==> src/biou_pkg.sv <==
// Shared widths, types and constants for the box IoU pipeline.
// No dependencies; compiled first.
package biou_pkg;

  // Fixed point format of the result
  localparam int FRAC_BITS = 16;
  localparam int IOU_W     = FRAC_BITS + 1;

  // Field widths
  localparam int COORD_W = 16;
  localparam int SIZE_W  = 15;
  localparam int THR_W   = 17;
  localparam logic [THR_W-1:0] THR_RESET = 17'd13107;

  // Doubled edges: 2c +/- w
  localparam int EDGE_W  = COORD_W + 2;
  localparam int DIFF_W  = EDGE_W + 1;
  // Doubled overlap is at most 2 * (2^SIZE_W - 1)
  localparam int OVL_W   = SIZE_W + 1;
  localparam int PROD_W  = 2 * SIZE_W;
  localparam int INTER_W = 2 * OVL_W;
  // Four times the area of each box, summed
  localparam int AREA_W  = PROD_W + 3;
  localparam int REM_W   = AREA_W + 1;

  // One divider cell per quotient bit
  localparam int NUM_CELLS = IOU_W;

  localparam int CMP_W = (IOU_W > THR_W) ? IOU_W : THR_W;

  // Request traveling down the divider chain
  typedef struct packed {
    logic [REM_W-1:0]  rem;
    logic [AREA_W-1:0] dvs;
    logic [IOU_W-1:0]  quo;
    logic              zu;
  } div_t;

endpackage

==> src/biou_in_if.sv <==
// Input channel: one box pair per request, valid/ready handshake.
// Depends on biou_pkg.
interface biou_in_if;
  import biou_pkg::*;

  logic                       valid;
  logic                       ready;
  logic signed [COORD_W-1:0]  test_center_x;
  logic signed [COORD_W-1:0]  test_center_y;
  logic        [SIZE_W-1:0]   test_width;
  logic        [SIZE_W-1:0]   test_height;
  logic signed [COORD_W-1:0]  ref_center_x;
  logic signed [COORD_W-1:0]  ref_center_y;
  logic        [SIZE_W-1:0]   ref_width;
  logic        [SIZE_W-1:0]   ref_height;

  modport source (
    output valid, test_center_x, test_center_y, test_width, test_height,
           ref_center_x, ref_center_y, ref_width, ref_height,
    input  ready
  );
  modport sink (
    input  valid, test_center_x, test_center_y, test_width, test_height,
           ref_center_x, ref_center_y, ref_width, ref_height,
    output ready
  );
endinterface

==> src/biou_out_if.sv <==
// Result channel: IoU and flags per request, valid/ready handshake.
// Depends on biou_pkg.
interface biou_out_if;
  import biou_pkg::*;

  logic             valid;
  logic             ready;
  logic [IOU_W-1:0] iou;
  logic             above_threshold;
  logic             zero_union;

  modport source (output valid, iou, above_threshold, zero_union, input ready);
  modport sink   (input valid, iou, above_threshold, zero_union, output ready);
endinterface

==> src/biou_front.sv <==
// Geometry stages: doubled edges, clamped overlaps, areas and union.
// Four registered stages feeding the divider chain. Depends on biou_pkg, biou_in_if.
module biou_front (
  input  logic              clk,
  input  logic              rst_n,
  biou_in_if.sink           in_ch,
  output logic              dn_valid,
  input  logic              dn_ready,
  output biou_pkg::div_t    dn_data
);
  import biou_pkg::*;

  // Doubled overlap of two intervals, clamped at zero
  function automatic logic [OVL_W-1:0] overlap2(
    input logic signed [EDGE_W-1:0] a_lo, input logic signed [EDGE_W-1:0] a_hi,
    input logic signed [EDGE_W-1:0] b_lo, input logic signed [EDGE_W-1:0] b_hi
  );
    logic signed [EDGE_W-1:0] lo;
    logic signed [EDGE_W-1:0] hi;
    logic signed [DIFF_W-1:0] d;
    lo = (a_lo > b_lo) ? a_lo : b_lo;
    hi = (a_hi < b_hi) ? a_hi : b_hi;
    d  = $signed({hi[EDGE_W-1], hi}) - $signed({lo[EDGE_W-1], lo});
    overlap2 = (d > 0) ? d[OVL_W-1:0] : '0;
  endfunction

  function automatic logic signed [EDGE_W-1:0] dbl(input logic signed [COORD_W-1:0] c);
    dbl = $signed({{(EDGE_W-COORD_W-1){c[COORD_W-1]}}, c, 1'b0});
  endfunction

  function automatic logic signed [EDGE_W-1:0] ext(input logic [SIZE_W-1:0] w);
    ext = $signed({{(EDGE_W-SIZE_W){1'b0}}, w});
  endfunction

  // Stage valids and ready chain (bubbles collapse)
  logic v1_r, v2_r, v3_r, v4_r;
  logic r1, r2, r3, r4;

  assign r4 = !v4_r || dn_ready;
  assign r3 = !v3_r || r4;
  assign r2 = !v2_r || r3;
  assign r1 = !v1_r || r2;
  assign in_ch.ready = r1;

  // Stage 1: doubled edges
  logic signed [EDGE_W-1:0] txl_r, txh_r, tyl_r, tyh_r;
  logic signed [EDGE_W-1:0] rxl_r, rxh_r, ryl_r, ryh_r;
  logic [SIZE_W-1:0]        tw_r, th_r, rw_r, rh_r;

  // Stage 2: overlaps and area products
  logic [OVL_W-1:0]  ix_r, iy_r;
  logic [PROD_W-1:0] pt_r, pr_r;

  // Stage 3: intersection and area sum
  logic [INTER_W-1:0] inter_r;
  logic [AREA_W-1:0]  asum_r;

  // Stage 4: union
  logic [INTER_W-1:0] inter4_r;
  logic [AREA_W-1:0]  uni_r;

  logic [AREA_W-1:0] uni_nxt;
  assign uni_nxt = asum_r - AREA_W'(inter_r);

  always_ff @(posedge clk) begin
    if (!rst_n) begin
      v1_r <= 1'b0;
      v2_r <= 1'b0;
      v3_r <= 1'b0;
      v4_r <= 1'b0;
    end else begin
      if (r1) v1_r <= in_ch.valid;
      if (r2) v2_r <= v1_r;
      if (r3) v3_r <= v2_r;
      if (r4) v4_r <= v3_r;
    end
  end

  always_ff @(posedge clk) begin
    if (r1 && in_ch.valid) begin
      txl_r <= dbl(in_ch.test_center_x) - ext(in_ch.test_width);
      txh_r <= dbl(in_ch.test_center_x) + ext(in_ch.test_width);
      tyl_r <= dbl(in_ch.test_center_y) - ext(in_ch.test_height);
      tyh_r <= dbl(in_ch.test_center_y) + ext(in_ch.test_height);
      rxl_r <= dbl(in_ch.ref_center_x) - ext(in_ch.ref_width);
      rxh_r <= dbl(in_ch.ref_center_x) + ext(in_ch.ref_width);
      ryl_r <= dbl(in_ch.ref_center_y) - ext(in_ch.ref_height);
      ryh_r <= dbl(in_ch.ref_center_y) + ext(in_ch.ref_height);
      tw_r  <= in_ch.test_width;
      th_r  <= in_ch.test_height;
      rw_r  <= in_ch.ref_width;
      rh_r  <= in_ch.ref_height;
    end
    if (r2 && v1_r) begin
      ix_r <= overlap2(txl_r, txh_r, rxl_r, rxh_r);
      iy_r <= overlap2(tyl_r, tyh_r, ryl_r, ryh_r);
      pt_r <= PROD_W'(tw_r) * PROD_W'(th_r);
      pr_r <= PROD_W'(rw_r) * PROD_W'(rh_r);
    end
    if (r3 && v2_r) begin
      inter_r <= INTER_W'(ix_r) * INTER_W'(iy_r);
      // Doubled sides give four times each area
      asum_r  <= {1'b0, pt_r, 2'b00} + {1'b0, pr_r, 2'b00};
    end
    if (r4 && v3_r) begin
      inter4_r <= inter_r;
      uni_r    <= uni_nxt;
    end
  end

  // Divider seed: remainder starts at the intersection
  assign dn_valid     = v4_r;
  assign dn_data.rem  = REM_W'(inter4_r);
  assign dn_data.dvs  = uni_r;
  assign dn_data.quo  = '0;
  assign dn_data.zu   = (uni_r == '0);

endmodule

==> src/biou_div_cell.sv <==
// One restoring-division cell: resolves one quotient bit per request.
// Depends on biou_pkg.
module biou_div_cell (
  input  logic           clk,
  input  logic           rst_n,
  input  logic           up_valid,
  output logic           up_ready,
  input  biou_pkg::div_t up_data,
  output logic           dn_valid,
  input  logic           dn_ready,
  output biou_pkg::div_t dn_data
);
  import biou_pkg::*;

  logic             valid_r;
  div_t             data_r;
  logic [REM_W-1:0] dext;
  logic [REM_W-1:0] diff;
  logic             qbit;
  div_t             data_nxt;

  assign up_ready = !valid_r || dn_ready;

  // Compare, subtract, shift for the next bit
  always_comb begin
    dext     = {1'b0, up_data.dvs};
    diff     = up_data.rem - dext;
    qbit     = (up_data.rem >= dext);
    data_nxt = up_data;
    data_nxt.rem = qbit ? {diff[REM_W-2:0], 1'b0} : {up_data.rem[REM_W-2:0], 1'b0};
    data_nxt.quo = {up_data.quo[IOU_W-2:0], qbit};
  end

  always_ff @(posedge clk) begin
    if (!rst_n) begin
      valid_r <= 1'b0;
    end else if (up_ready) begin
      valid_r <= up_valid;
    end
  end

  always_ff @(posedge clk) begin
    if (up_ready && up_valid) begin
      data_r <= data_nxt;
    end
  end

  assign dn_valid = valid_r;
  assign dn_data  = data_r;

endmodule

==> src/box_iou_2d.sv <==
// Box IoU top level: geometry front end, chain of divider cells, output stage.
// Depends on biou_pkg, biou_in_if, biou_out_if, biou_front, biou_div_cell.
//
// Takes one pair of center/size boxes per request and returns their IoU as an
// unsigned Q1.16 fraction (65536 is 1.0, truncated), with a zero-union flag
// (both boxes empty, IoU forced to 0) and a flag for IoU >= match_threshold.
// A new pair is accepted every cycle while the output is not stalled; each result
// passes through four geometry stages, seventeen divider cells resolving one
// quotient bit each, and the output register, the first stage loading on the
// accepting edge. Stalls on the output back up stage by stage, and empty stages
// keep accepting. The threshold is written through cfg_we/cfg_wdata and resets
// to 13107 (0.2).
module box_iou_2d (
  input  logic                         clk,
  input  logic                         rst_n,
  biou_in_if.sink                      in_ch,
  biou_out_if.source                   out_ch,
  input  logic                         cfg_we,
  input  logic [biou_pkg::THR_W-1:0]   cfg_wdata
);
  import biou_pkg::*;

  // Threshold register
  logic [THR_W-1:0] thr_r;

  always_ff @(posedge clk) begin
    if (!rst_n) begin
      thr_r <= THR_RESET;
    end else if (cfg_we) begin
      thr_r <= cfg_wdata;
    end
  end

  // Divider chain links
  logic cv [NUM_CELLS+1];
  logic cr [NUM_CELLS+1];
  div_t cd [NUM_CELLS+1];

  biou_front u_front (
    .clk      (clk),
    .rst_n    (rst_n),
    .in_ch    (in_ch),
    .dn_valid (cv[0]),
    .dn_ready (cr[0]),
    .dn_data  (cd[0])
  );

  for (genvar i = 0; i < NUM_CELLS; i++) begin : g_cell
    biou_div_cell u_cell (
      .clk      (clk),
      .rst_n    (rst_n),
      .up_valid (cv[i]),
      .up_ready (cr[i]),
      .up_data  (cd[i]),
      .dn_valid (cv[i+1]),
      .dn_ready (cr[i+1]),
      .dn_data  (cd[i+1])
    );
  end

  // Output register
  logic             out_valid_r;
  logic [IOU_W-1:0] iou_r;
  logic             above_r;
  logic             zu_r;
  logic [IOU_W-1:0] iou_nxt;
  logic             above_nxt;

  assign cr[NUM_CELLS] = !out_valid_r || out_ch.ready;

  always_comb begin
    iou_nxt   = cd[NUM_CELLS].zu ? '0 : cd[NUM_CELLS].quo;
    above_nxt = (CMP_W'(iou_nxt) >= CMP_W'(thr_r));
  end

  always_ff @(posedge clk) begin
    if (!rst_n) begin
      out_valid_r <= 1'b0;
    end else if (cr[NUM_CELLS]) begin
      out_valid_r <= cv[NUM_CELLS];
    end
  end

  always_ff @(posedge clk) begin
    if (cr[NUM_CELLS] && cv[NUM_CELLS]) begin
      iou_r   <= iou_nxt;
      above_r <= above_nxt;
      zu_r    <= cd[NUM_CELLS].zu;
    end
  end

  assign out_ch.valid           = out_valid_r;
  assign out_ch.iou             = iou_r;
  assign out_ch.above_threshold = above_r;
  assign out_ch.zero_union      = zu_r;

endmodule

==> src/flat_wrapper.sv <==
// flat-port wrapper written by rule: the top's interface ports become plain ports
module box_iou_2d_flat import biou_pkg::*;
  (clk, rst_n, cfg_we, cfg_wdata, in_ch_valid, in_ch_test_center_x, in_ch_test_center_y, in_ch_test_width, in_ch_test_height, in_ch_ref_center_x, in_ch_ref_center_y, in_ch_ref_width, in_ch_ref_height, in_ch_ready, out_ch_valid, out_ch_iou, out_ch_above_threshold, out_ch_zero_union, out_ch_ready);
  biou_in_if in_ch_i ();
  biou_out_if out_ch_i ();
  input  logic clk;
  input  logic rst_n;
  input  logic cfg_we;
  input  logic [biou_pkg::THR_W-1:0] cfg_wdata;
  input wire logic [$bits(in_ch_i.valid)-1:0] in_ch_valid;
  input wire logic [$bits(in_ch_i.test_center_x)-1:0] in_ch_test_center_x;
  input wire logic [$bits(in_ch_i.test_center_y)-1:0] in_ch_test_center_y;
  input wire logic [$bits(in_ch_i.test_width)-1:0] in_ch_test_width;
  input wire logic [$bits(in_ch_i.test_height)-1:0] in_ch_test_height;
  input wire logic [$bits(in_ch_i.ref_center_x)-1:0] in_ch_ref_center_x;
  input wire logic [$bits(in_ch_i.ref_center_y)-1:0] in_ch_ref_center_y;
  input wire logic [$bits(in_ch_i.ref_width)-1:0] in_ch_ref_width;
  input wire logic [$bits(in_ch_i.ref_height)-1:0] in_ch_ref_height;
  output wire logic [$bits(in_ch_i.ready)-1:0] in_ch_ready;
  output wire logic [$bits(out_ch_i.valid)-1:0] out_ch_valid;
  output wire logic [$bits(out_ch_i.iou)-1:0] out_ch_iou;
  output wire logic [$bits(out_ch_i.above_threshold)-1:0] out_ch_above_threshold;
  output wire logic [$bits(out_ch_i.zero_union)-1:0] out_ch_zero_union;
  input wire logic [$bits(out_ch_i.ready)-1:0] out_ch_ready;
  assign in_ch_i.valid = in_ch_valid;
  assign in_ch_i.test_center_x = in_ch_test_center_x;
  assign in_ch_i.test_center_y = in_ch_test_center_y;
  assign in_ch_i.test_width = in_ch_test_width;
  assign in_ch_i.test_height = in_ch_test_height;
  assign in_ch_i.ref_center_x = in_ch_ref_center_x;
  assign in_ch_i.ref_center_y = in_ch_ref_center_y;
  assign in_ch_i.ref_width = in_ch_ref_width;
  assign in_ch_i.ref_height = in_ch_ref_height;
  assign in_ch_ready = in_ch_i.ready;
  assign out_ch_valid = out_ch_i.valid;
  assign out_ch_iou = out_ch_i.iou;
  assign out_ch_above_threshold = out_ch_i.above_threshold;
  assign out_ch_zero_union = out_ch_i.zero_union;
  assign out_ch_i.ready = out_ch_ready;
  box_iou_2d u_core (.clk(clk), .rst_n(rst_n), .in_ch(in_ch_i), .out_ch(out_ch_i), .cfg_we(cfg_we), .cfg_wdata(cfg_wdata));
endmodule
==> config.mk <==
export PLATFORM = sky130hd
export DESIGN_NAME = box_iou_2d_flat
export DESIGN_NICKNAME = d
export VERILOG_FILES = /design/src/biou_pkg.sv /design/src/biou_in_if.sv /design/src/biou_out_if.sv /design/src/biou_front.sv /design/src/biou_div_cell.sv /design/src/box_iou_2d.sv /design/src/flat_wrapper.sv
export SDC_FILE = /design/constraint.sdc
export NUM_CORES = 2
export LEC_CHECK = 0
export BUFFER_PORTS_ARGS = -buffer_cell sky130_fd_sc_hd__buf_2
export CAP_MARGIN = 15
export CORE_ASPECT_RATIO = 1.25
export CORE_UTILIZATION = 50
export DETAILED_ROUTE_END_ITERATION = 6
export PLACE_DENSITY = 0.7
export SYNTH_ARGS = -nofsm -noshare
export SYNTH_HDL_FRONTEND = slang
export SYNTH_HIERARCHICAL = 1
export SYNTH_SLANG_ARGS = --single-unit
==> constraint.sdc <==
create_clock -name clk -period 27.8 [get_ports clk]
set_clock_uncertainty 0.2 [all_clocks]
set_input_delay 5.56 -clock clk [delete_from_list [all_inputs] [get_ports clk]]
set_output_delay 5.56 -clock clk [all_outputs]
set_load 0.01 [all_outputs]
# ---- Word-level counts from Yosys, hierarchy flattened
# Cells that the tools add are included.
dict set report totals {
  register_bits 1726
  latchBits 0
  elab_cells 256
  mem_bits_ro 0
  ram_bits 0
  n_memories 0
  out_inout_bits 21
}
dict set report classes {
  n_bitwise 0
  n_div 0
  n_reduce_logical 67
  addsub 28
  magnitude_cmp 24
  muxes 21
  shift 0
  mul 3
  eq_ne 0
}
# cell count
set op_table {}
lappend op_table {{$ge A34 B33 Y1} 16}
lappend op_table {{$mux W34} 15}
lappend op_table {{$sub A33 B33 Y33} 15}
lappend op_table {{$add A17 B16 Y18} 4}
lappend op_table {{$mux W18} 4}
lappend op_table {{$sub A17 B16 Y18} 4}
lappend op_table {{$mul A15 B15 Y30} 2}
lappend op_table {{$gt A19 B1 Y1 const B} 2}
lappend op_table {{$sub A18 B18 Y19} 2}
lappend op_table {{$gt A18 B18 Y1} 2}
lappend op_table {{$lt A18 B18 Y1} 2}
lappend op_table {{$add A32 B32 Y33} 1}
lappend op_table {{$ge A32 B33 Y1} 1}
lappend op_table {{$logic_not A33 Y1} 1}
lappend op_table {{$mux W33} 1}
lappend op_table {{$sub A32 B33 Y33} 1}
lappend op_table {{$sub A33 B32 Y33} 1}
lappend op_table {{$mul A16 B16 Y32} 1}
lappend op_table {{$logic_and A1 B1 Y1} 22}
lappend op_table {{$logic_not A1 Y1} 22}
lappend op_table {{$logic_or A1 B1 Y1} 22}
lappend op_table {{$ge A17 B17 Y1} 1}
lappend op_table {{$mux W17} 1}

# ---- Logic depth before layout (Yosys ltp)
dict set report depth {
  ltp_word 24
  depth_mapped 26
  depth_no_buf 23
}

# ---- Hierarchy
# Netlist, hierarchy kept.
# module n_inst area_per_inst_um2 cells_each
set by_module_without_submodules {}
lappend by_module_without_submodules {{biou_div_cell (u_core.g_cell[0].u_cell ...)} 15 4982.3 457}
lappend by_module_without_submodules {biou_front 1 49323.6 5027}
lappend by_module_without_submodules {{biou_div_cell (u_core.g_cell[16].u_cell)} 1 5109.9 457}
lappend by_module_without_submodules {{biou_div_cell (u_core.g_cell[15].u_cell)} 1 4914.7 453}
lappend by_module_without_submodules {box_iou_2d 1 1789.2 157}

# ---- Least setup slack after synthesis
# OpenSTA, ideal clock, no wires.
dict set report synth_path {
  kind {input port to flip-flop}
  startpoint {in out_ch_ready}
  endpoint {reg u_core.u_front.rh_r[10] (enable)}
  setup_slack_ns 9.073
  arrival_time_ns 17.657
  stages 21
  setup_ns 0.870
  n_path_buf 0
  path_cell_list {nand2b_1 -> nand2b_1 -> nand2b_1 -> nand2b_1 -> nand2b_1 -> nand2b_1 -> nand2b_1 -> nand2b_1 -> nand2b_1 -> nand2b_1 -> nand2b_1 -> nand2b_1 -> nand2b_1 -> nand2b_1 -> nand2b_1 -> nand2b_1 -> nand2b_1 -> nand2b_1 -> nor2b_1 -> and2_0 -> a31oi_1}
}
# item line
set synth_lines {}
lappend synth_lines {{from (decl)} flat_wrapper.sv:24} ;# input wire logic [$bits(out_ch_i.ready)-1:0] out_ch_ready;
lappend synth_lines {{to (signal assigned)} biou_front.sv:92} ;# rh_r <= in_ch.ref_height;
lappend synth_lines {{to (decl)} biou_front.sv:48} ;# logic [SIZE_W-1:0] tw_r, th_r, rw_r, rh_r;

==> results.tsv <==
metric	value	unit
worst r2r path cells	21	
clock edge transition at the registers on the reported setup and hold paths	60	ps
most common cell type on the critical path	sky130_fd_sc_hd__nand2b_1	
setup repair after global routing missed its margin	no	
cell family with most CP delay	simple AND/OR/NAND/NOR gates	
die footprint	258400	um2
highest-count cells in the layout ignoring fill and taps	1663 x sky130_fd_sc_hd__inv_1, 1660 x sky130_fd_sc_hd__edfxtp_1, 1388 x sky130_fd_sc_hd__nand2_1, 1149 x sky130_fd_sc_hd__ha_1, 776 x sky130_fd_sc_hd__a21oi_1	
Setup Crit Path Kind	primary input to primary output	
count of port buffers added during placement	166	
setup slack, reg-to-reg	20250	ps
arrival time at the worst endpoint	10220	ps
power per standard cell area	90.77	nW/um2
outcome	completed	
final routed wirelength across all metal layers	339.6	mm
Total Power	12.47	mW
buffer type at the clock tree root	sky130_fd_sc_hd__clkbuf_16	
total of max-cap violations	0	
cell with the biggest individual delay on the critical path	sky130_fd_sc_hd__nor2b_1	
number of gates resized after CTS	0	
pin count of the biggest net entering global routing	180	
antenna violations before repair	16	
Critical Path Start Type	primary input	
relative max-transition margin	0.1777	
clock tree from TritonCTS	built	
mean instance size in the synthesized netlist	10.25	um2
clock period minus worst slack	15980	ps
commonest non-fill, non-tap cell in the layout	sky130_fd_sc_hd__inv_1	
initial core utilization	0.5034	
worst-margin pin slew	1234	ps
overflow left after global routing	0	
final worst path period share	0.5748	
Post-Synthesis Cells	12503	
instance count on the critical path	24	
Total Neg Setup Slack	0	ps
CP endpoint kind	primary output	
Die Height	568.1	um
Cell Rows	207	
WHS	184.1	ps
slowest cell delay on critical path	310	ps
global-route total usage across every layer	0.2599	
residual antenna-violating net count after detailed routing	0	
cell-by-cell trace of the critical path	buf_2 -> nand2b_1 -> nand2b_1 -> nand2b_1 -> nand2b_1 -> nand2b_1 -> nand2b_1 -> nand2b_1 -> nand2b_1 -> nand2b_1 -> nand2b_1 -> nand2b_1 -> nand2b_1 -> nand2b_1 -> nand2b_1 -> nand2b_1 -> nand2b_1 -> nand2b_1 -> nand2b_1 -> nor2b_1 -> and2_0 -> buf_4 -> nand3_1 -> buf_2	
number of instances in the placed design	15637	
Detailed Routing Iterations Pass 1	6	
detailed-route via count	91948	
final non-filler cell total	15974	
combined area of all synthesized cells	128200	um2
post-layout instance area	137400	um2
final routed DRC violation total	0	
I/O pin total	167	
vias in the first global route	93403	
wire length of the first global-routing pass	524.3	mm
hold-critical path depth	0	
CTS max path bufs	4	
Clock Sinks	1699	
post-detailed-route wirelength per cell	21.26	um
post-detailed-placement cell area	131300	um2
Fmax achieved	0.06258	GHz
type of the tightest min-delay check	flip-flop to flip-flop	
number of buffers inserted by hold repair at cts	0	
final hold viol count	0	
startpoint of the most critical register-to-register path	u_core/u_front/tyl_r[0]	
first-iteration detailed-routing DRC count	6478	
max-slew violation count	0	
maximum fanout along the worst path	6	
number of filler instances in the final layout	22141	
DP HPWL	269.8	mm
weighted congestion reported at the end of routability-driven placement	0.9572	
final setup violating endpoints	0	
worst slack at placement	11940	ps
Buf+Inv Stages, Crit Path	3	
Clk Latency, worst-skew pair	880	ps
data required time at the worst endpoint	22040	ps
Nets	14333	
terminating pin of the worst hold path	u_core/g_cell[15].u_cell/dn_data[5]	
number of buffers added by the clock tree synthesis step	187	
start point of the worst min-delay path	u_core/g_cell[14].u_cell/dn_data[4]	
Leakage	57.98	nW
CTS HTree Levels	4	
Warnings, synthesis	6	
post-CTS setup buffers	0	
die width	454.8	um
end of the worst register-to-register path	u_core/u_front/pt_r[28]	
worst setup margin	11820	ps
end-of-flow core utilization	0.5397	
startpoint of the most critical setup path	out_ch_ready	
Max VDD drop	0.1664	mV
DR vias/cell	5.756	
Floorplan Core Area	254600	um2
area growth from synthesis to layout	7.206	%
share of cells above drive strength 1	0.08208	
-- worst reg2reg max path, cell delays in order (launching register included) --
cell	delay (ps)
sky130_fd_sc_hd__edfxtp_1	890
sky130_fd_sc_hd__and2_1	380
sky130_fd_sc_hd__fa_1	530
sky130_fd_sc_hd__inv_1	60
sky130_fd_sc_hd__fa_1	550
sky130_fd_sc_hd__inv_1	60
sky130_fd_sc_hd__fa_1	480
sky130_fd_sc_hd__fa_1	500
sky130_fd_sc_hd__fa_1	490
sky130_fd_sc_hd__inv_1	50
sky130_fd_sc_hd__fa_1	490
sky130_fd_sc_hd__inv_1	50
sky130_fd_sc_hd__ha_1	370
sky130_fd_sc_hd__o311ai_0	190
sky130_fd_sc_hd__o32ai_1	310
sky130_fd_sc_hd__a41oi_1	150
sky130_fd_sc_hd__a21oi_1	320
sky130_fd_sc_hd__a211oi_1	160
sky130_fd_sc_hd__nor3_2	340
sky130_fd_sc_hd__nand3_1	190
sky130_fd_sc_hd__a221oi_2	300
sky130_fd_sc_hd__xor2_1	280
-- routing by layer --
| metal | vias to the layer above | GRT usage | part of all wire |
|---|---|---|---|
| met5 | - | 0 | 0.000068 |
| met4 | 4 | 0.1116 | 0.047 |
| met3 | 782 | 0.02882 | 0.045 |
| met2 | 2634 | 0.4749 | 0.52 |
| met1 | 44816 | 0.3045 | 0.39 |
| li1 | 43712 | - | - |
-- sequential cells by signal, indices dropped and copies added (netlist names), 18 cells and up --
signal	count
u_core/u_front/ryl_r	18
u_core/u_front/inter4_r	32
u_core/g_cell.u_cell/dn_data	1226
u_core/u_front/inter_r	32
u_core/u_front/pt_r	30
u_core/u_front/tyl_r	18
u_core/u_front/txl_r	18
u_core/u_front/uni_r	32
u_core/u_front/asum_r	31
u_core/u_front/pr_r	30
u_core/u_front/rxl_r	18
-- area by class of cell --
type	count	area [um2]	share of cell area
multi-input cells	8712	69020	0.5023
flip-flops and latches	1699	50630	0.3685
inverters	1664	6246	0.04546
clock buffers	213	4881	0.03552
well taps	3344	4184	0.03045
repair buffers	218	1231	0.008960
clock inverters	116	1192	0.008678
diodes	8	20.02	0.0001457
-- power by group --
part	total, mW	internal (mW)	switching [mW]
combinational	6.51	2.56	3.95
clock	2.49	1.45	1.05
sequential	3.46	3.24	0.226
-- worst max-delay path by stage --
stage | to | slack (ps)
after CTS | in_ch_ready | 11830
after floorplan | u_core/u_front/rh_r[10] | 9070
final | in_ch_ready | 11820
after detailed placement | in_ch_ready | 11940
after global routing | in_ch_ready | 11450
after global placement | in_ch_ready | 11700
No activity file was read; power rests on OpenSTA's default activity.
